### config.mk
export PLATFORM = sky130hd
export DESIGN_NAME = trlls_ram
export DESIGN_NICKNAME = d
export VERILOG_FILES = /design/src/rtl/core/trlls_ram.sv
export SDC_FILE = /design/constraint.sdc
export NUM_CORES = 1
export LEC_CHECK = 0
export ABC_AREA = 1
export ABC_CLOCK_PERIOD_IN_PS = 4050
export BUFFER_PORTS_ARGS = -buffer_cell sky130_fd_sc_hd__buf_4
export CORE_MARGIN = 4
export CORE_UTILIZATION = 35
export CTS_CLUSTER_SIZE = 28
export DETAILED_ROUTE_END_ITERATION = 8
export SETUP_SLACK_MARGIN = 0.05
export SYNTH_ARGS = -nofsm -noshare
export SYNTH_HDL_FRONTEND = slang
export SYNTH_SLANG_ARGS = --single-unit
### constraint.sdc
create_clock -name clk -period 4.05 [get_ports clk]
set_clock_uncertainty 0.2 [all_clocks]
set_input_delay 1.215 -clock clk [delete_from_list [all_inputs] [get_ports clk]]
set_output_delay 1.215 -clock clk [all_outputs]
set_load 0.03 [all_outputs]
### src/rtl/core/trlls_ram.sv
// ----------------------------------------------------------------------------
// trlls_ram
// Generic single-write, single-read RAM with registered read data.
// ----------------------------------------------------------------------------
module trlls_ram #(
  parameter int WIDTH = 48,
  parameter int DEPTH = 32,
  parameter int AW    = $clog2(DEPTH)
) (
  input  logic             clk,
  input  logic             we,
  input  logic [AW-1:0]    waddr,
  input  logic [WIDTH-1:0] wdata,
  input  logic             re,
  input  logic [AW-1:0]    raddr,
  output logic [WIDTH-1:0] rdata
);

  logic [WIDTH-1:0] mem_r [DEPTH];
  logic [WIDTH-1:0] rdata_r;

  always_ff @(posedge clk) begin
    if (we) begin
      mem_r[waddr] <= wdata;
    end
    if (re) begin
      rdata_r <= mem_r[raddr];
    end
  end

  assign rdata = rdata_r;

endmodule

== Yosys cells after proc, flatten, opt, wreduce, memory -nomap -nowiden ==
Memory sizes are Yosys's and may differ from the RTL's. A register that Yosys moved wholly into a read port is not among the register bits.
Cells that the tools add are included.

* Logic and storage cells: 3
* Output and inout bits: 48
* Bits in writable memories: 1,536
* Bits in read-only memories: 0
* Input bits: 61
* Register bits after elaboration: 0
* Memories: 1
* Bits in latches: 0

{| class="wikitable"
|+ Memory list
! memory !! words !! bits a word !! rd ports !! clocked after memory_dff !! write ports !! line !! text
|-
| mem_r || 32 || 48 || 1 || 1 || 1 || 19 || <nowiki>logic [WIDTH-1:0] mem_r [DEPTH];</nowiki>
|}

* Divide/modulo/power cells: 0
* Reduce and logical (&&, ||, !) cells: 0
* Eq/ne operators: 0
* Bitwise operators: 0
* Multiply operators: 0
* Add/sub/neg operators: 0
* Shift operators: 0
* $lt $le $gt $ge: 0
* Mux-type cells: 2

{| class="wikitable"
|+ Operators with widths
! operator !! count
|-
| $mux W1 || 2
|}

== Depth between registers and ports, before layout ==
Gate-level depths: netlist of the first run.

* Depth in word-level cells: 2
* Depth in mapped cells: 13
* Depth with buffers taken out: 9

== Worst setup path before layout of the first run ==
No wires, ideal clock.

* Path kind: input port to flip-flop
* From: in waddr[0]
* To: mem mem_r[8][0], enable pin
* Setup time: 0.454 ns
* Stages on the path: 3
* Path slack: -0.135 ns
* Required time: 3.396 ns
* Arrival time: 3.531 ns
* Buffers on the path: 0
* Cell sequence: inv_1 > nand3_1 > nor2_1

{| class="wikitable"
|+ RTL lines
! element !! line !! text
|-
| start, declared || 12 || <nowiki>input logic [AW-1:0] waddr,</nowiki>
|-
| end, declared || 19 ||
|}

Straight into the memory's write port.

== Worst setup path in the final report of the first run ==
* From: reg rdata_r[40] (netlist: rdata[40]) (read register of mem_r)
* To: out rdata[40]

{| class="wikitable"
|+ RTL lines
! element !! line !! text
|-
| start, declared || 20 || <nowiki>logic [WIDTH-1:0] rdata_r;</nowiki>
|-
| end, declared || 16 || <nowiki>output logic [WIDTH-1:0] rdata</nowiki>
|}

No word-level cell between the ends.

==> results of run 1 <==
[state kept, by name, indices dropped and copies added (netlist names)]
signal and cells:
mem_r 1536, rdata 48
[routing by layer]
metal  track usage  vias to the layer above
met5             0                        -
met4        0.0604                        0
met3        0.0280                      282
met2         0.327                     1374
met1         0.242                    20300
li1              -                    18600
[per-stage QoR]
step                       util  worst slack, ns  power [W]  setup TNS, ns
after detailed placement  0.376            0.586     0.0209              0
after global placement    0.376            0.631     0.0209              0
after CTS                 0.402            0.921     0.0347              0
after global routing      0.403            0.976     0.0355              0
final                     0.403             1.05     0.0344              0
after floorplan               -           -0.135     0.0200        -180.38
[layout by cell type (no fill, tap or decap), types with 20 or more instances in the layout]
| cell | n |
|---|---|
| clkbuf_1 | 29 |
| clkinv_1 | 42 |
| buf_12 | 84 |
| clkbuf_16 | 168 |
| nor2_4 | 32 |
| clkinv_2 | 20 |
| nand2_1 | 2160 |
| nand3_1 | 1164 |
| buf_4 | 161 |
| edfxtp_1 | 1584 |
[final timing paths]
check / endpoint / depth (start not counted) / slack [ns]
worst min register to register: rdata[46] / 8 / 0.62
worst max register to register: rdata[14] / 8 / 2.48
worst min-delay path: rdata[46] / 8 / 0.62
worst max-delay path: rdata[40] / 1 / 1.05
[cell families after synthesis]
group | after synthesis
AND/OR/NAND/NOR | 3356
flip-flops | 1584
buffers and inverters | 339
[report_power, final]
part / internal (W) / switching, W / leakage, nW / total (W)
clock: 0.00784 / 0.00606 / 2.36 / 0.0139
combinational: 0.000597 / 0.00157 / 9.44 / 0.00217
sequential: 0.0183 / 0.0000699 / 14.3 / 0.0184
total: 0.0267 / 0.00769 / 26.1 / 0.0344
[layout make-up]
cell class / count / area (um2) / share of cell area
Sequential cell: 1584 / 47600 / 0.655
Clock inverter: 80 / 529 / 0.00728
Multi-Input combinational cell: 3356 / 14300 / 0.197
Antenna cell: 3 / 7.51 / 0.000103
Timing Repair Buffer: 248 / 2940 / 0.0404
Tap cell: 2370 / 2970 / 0.0408
Clock buffer: 197 / 4310 / 0.0593
Inverter: 10 / 63.8 / 0.000878
==> flow_summary.toml, run 1 <==
[status]
outcome = "finished clean"

[die]
ios = 109
die_y_um = 434
start_util = 0.351
die_w_um = 434
fp-row-count = 156
coreArea_um2 = 181000
dieArea_um2 = 188000

[critical_path]
cp-end-kind = "primary output"
timing.critical_path.buf_inv = 1
cp_slowest_cell = "edfxtp_1"
crit_type = "flip-flop to primary output"
crit_chain = "buf_4"
path_delay_family = "flip-flops"
crit_path_max_incr_delay_ns = 0.56
r2r-start = "mem_r[15][14]"
cp.arrival_ns = 1.58
worstPathMaxFanout = 1
cp-start-kind = "flip-flop"
crit_path_start = "rdata[40]"
required_ns = 2.63

[synthesis]
synth_top_area_cell = "edfxtp_1"
synth_common_cells = "nand2_1 (2160), edfxtp_1 (1584), nand3_1 (1164)"
synthDistinctLibCells = 13
synthAdderAreaFrac = 0
syn_avg_cell_area_um2 = 12.0
synth_simple_gate_area_frac = 0.221
yosysMostFrequentCell = "nand2_1"
yosys_warnings = 0
synth_seq_cells = 1584
synth_edf_count = 1584
synth_top_family_by_area = "simple AND/OR/NAND/NOR gates"
syn_inst = 5279
synth_top_flop_cell = "edfxtp_1"
syn_nets = 5340
muxShareOfSynthArea = 0
seq_area_frac_synth = 0.750
synth_area_um2 = 63400
yosysTopAreaCellShare = 0.750
ys_top_cells_by_area = "edfxtp_1 (75%), nand2_1 (13%), nand3_1 (9.2%)"
synth-compound-area-share = 0
async_flop_share = 0
yosys.area_share.xor_xnor = 0

[worst_hold_path]
hold_class = "flip-flop to flip-flop"
hold_start = "mem_r[6][46]"

[cells_and_area]
post-route-cell-area_um2 = 72700
areaGrowthSynthToFinish_pct = 14.5
n_fill_cell = 16600
fin_nets = 5420
fin_cells = 7848
drive_gt1_frac = 0.0897

[flow_run]
max-cap-violations = 0

[global_route]
grt_max_degree = 174
antenna_found_initial = 3
grt_pass1_wl_mm = 263
globalRouteOverflowTotal = 0
grt_pass1_vias = 39400
grt.total_usage = 0.188

[drt]
dr_wl_met3_mm = 11.4
ant_nets = 0
top_layer = "met4"
vias = 40600
drtPass1Iterations = 7
avgViaCountPerCell = 5.17
wirelength_mm = 179
wl_met1_mm = 73.1
wl_per_cell_um = 22.8
wl_met2_mm = 89.2
drc = 0
drt_iter0_markers = 3997

[sta]
setup_viol = 0
drv_slew = 0
fin_crit_ns = 3.00
grt_setup_unrepaired = "no"
slew-limit-headroom = 0.384
hold_violations = 0
hold_ws_ns = 0.620
max_freq_mhz = 333
finalCritPeriodShare = 0.741
worst_slew_pin_slew_ns = 0.924

[clock_network]
htree_levels = 4
post_cts_buffers = 0
cts_buffers = 159
clkLatencyLatePin_ns = 0.78
cts-root-buf = "clkbuf_16"
clk_pin_slew_ns = 0.06
cts_sinks = 1584
clock_path_buffers = 3
cts_tree = "yes"
cts_resized = 0
hold_buffers = 0

[placed_design]
dp_hpwl_mm = 88.8
place_area_um2 = 67800
place_inst = 7568
place_congestion = 0.755
portBuffers = 108

[pwr]
power.leakage_nw = 26.1
p_per_area_nw_per_um2 = 474
ir_drop_v = 0.000483
No activity file was read; power rests on OpenSTA's default activity.
==> run 2: changes to the inputs <==
--- a/config.mk
+++ b/config.mk
@@ -6,7 +6,7 @@
 export NUM_CORES = 1
 export LEC_CHECK = 0
 export ABC_AREA = 1
-export ABC_CLOCK_PERIOD_IN_PS = 4050
+export ABC_CLOCK_PERIOD_IN_PS = 2600
 export BUFFER_PORTS_ARGS = -buffer_cell sky130_fd_sc_hd__buf_4
 export CORE_MARGIN = 4
 export CORE_UTILIZATION = 35
==> constraint.sdc (replaced) <==
create_clock -name clk -period 2.6 [get_ports clk]
set_clock_uncertainty 0.2 [all_clocks]
set_input_delay 0.78 -clock clk [delete_from_list [all_inputs] [get_ports clk]]
set_output_delay 0.78 -clock clk [all_outputs]
set_load 0.03 [all_outputs]
==> run 2 against run 1 <==
Net effect:
- sequential share of layout area down 1.8 points
- non-clock buffer count up 135
- clock power up 56%
- highest routed layer unchanged
==> flow_summary.toml, run 2 (synthesis results as in run 1) <==
[clock_network]
clkLatencyLatePin_ns = 0.82
cts_tree = "yes"
htree_levels = 4
post_cts_buffers = 0
cts_sinks = 1584
cts-root-buf = "clkbuf_16"
hold_buffers = 0
clock_path_buffers = 3
clk_pin_slew_ns = 0.06
cts_buffers = 156

[die]
die_w_um = 434
fp-row-count = 156
dieArea_um2 = 188000
coreArea_um2 = 181000
ios = 109
start_util = 0.351
die_y_um = 434

[critical_path]
crit_path_max_incr_delay_ns = 0.54
required_ns = 1.62
worstPathMaxFanout = 1
crit_type = "flip-flop to primary output"
timing.critical_path.buf_inv = 1
path_delay_family = "flip-flops"
cp-end-kind = "primary output"
cp_slowest_cell = "edfxtp_1"
reg2regPathDepth = 8
cp.depth = 1
crit_chain = "buf_6"
cp.arrival_ns = 1.57
cp-start-kind = "flip-flop"

[cells_and_area]
largest_reg_flops = 1536
fin_nets = 5552
layout_common_cells = "nand2_1 (2160), edfxtp_1 (1584), nand3_1 (1160), buf_4 (209), buf_12 (162)"
final_common_cell = "nand2_1"
finish.utilization = 0.414
areaGrowthSynthToFinish_pct = 17.8
n_fill_cell = 16600
largest-register = "mem_r"
post-route-cell-area_um2 = 74700
drive_gt1_frac = 0.112

[sta]
setup_viol = 0
slew-limit-headroom = 0.680
fin_crit_ns = 2.55
drv_slew = 0
finalSetupTns_ns = 0
max_freq_mhz = 392
worst_slew_pin_slew_ns = 0.480
grt_setup_unrepaired = "yes"
finalCritPeriodShare = 0.982
hold_violations = 0

[placed_design]
place_area_um2 = 69900
place_congestion = 0.781
portBuffers = 108
dp_hpwl_mm = 100

[drt]
avgViaCountPerCell = 5.25
wirelength_mm = 187
drt_iter0_markers = 4714
vias = 42000
drc = 0
drtPass1Iterations = 6
ant_nets = 0
wl_per_cell_um = 23.4

[global_route]
globalRouteOverflowTotal = 0
grt_max_degree = 72
grt_pass1_wl_mm = 272
antenna_found_initial = 2
grt_pass1_vias = 39500
grt.total_usage = 0.196

[pwr]
p_per_area_nw_per_um2 = 723
power.leakage_nw = 27.1
ir_drop_v = 0.000557

[status]
outcome = "finished clean"

[flow_run]
max-cap-violations = 0

[worst_hold_path]
min_path_cells = 1
hold_class = "primary input to flip-flop"
-- run 2: cell types whose count changed in the layout (fill, tap and decap cells not counted), sizes merged --
cell / before / now
clkinvlp: 5 / 0
buf: 248 / 383
diode: 3 / 2
inv: 15 / 18
clkbuf: 197 / 194
bufinv: 5 / 7
clkinv: 65 / 75
-- run 2: worst paths after layout --
path                                endpoint           from  slack (ns)
worst max-delay path               rdata[35]      rdata[35]        0.05
worst min-delay path            mem_r[1][35]      wdata[35]        0.18
worst max register to register     rdata[39]  mem_r[13][39]        1.06
worst min register to register      rdata[8]   mem_r[14][8]        0.62
-- run 2: through the flow --
step           total power (W)  std cells  hold slack (ns)  setup slack [ns]
6_report                0.0540       7989            0.178            0.0457
5_1_grt                 0.0558       7988            0.157            0.0134
4_1_cts                 0.0544       7987            0.119           -0.0451
3_5_place_dp            0.0329       7703            0.606            -0.131
3_3_place_gp            0.0328       7703            0.609            -0.140
2_1_floorplan           0.0311       5279            0.564          -0.00369
-- run 2: area by class of cell --
class / count / area (um2) / share of cell area
Tap cell: 2370 / 2970 / 0.0397
Inverter: 10 / 63.8 / 0.000854
Clock inverter: 90 / 792 / 0.0106
Antenna cell: 2 / 5.00 / 0.0000670
Multi-Input combinational cell: 3356 / 14300 / 0.192
Timing Repair Buffer: 383 / 4960 / 0.0663
Clock buffer: 194 / 4050 / 0.0541
Sequential cell: 1584 / 47600 / 0.636
-- run 2: what timing repair did --
item / in CTS / in global routing
endpoints found under the setup margin: 9 / 2
gates resized for setup: 9 / 0
cloned: 0 / 0
-- run 2: routing by layer --
metal	share of wire	vias to the layer above	track usage
met5	0	-	0
met4	0.025	0	0.0624
met3	0.074	291	0.0258
met2	0.48	1804	0.322
met1	0.42	20900	0.270
li1	-	18900	-
-- run 2: report_power, final --
part	leakage, nW	internal [W]	switching [W]
clock	2.36	0.0119	0.00981
sequential	14.3	0.0285	0.000129
combinational	10.4	0.00117	0.00254
total	27.1	0.0415	0.0125
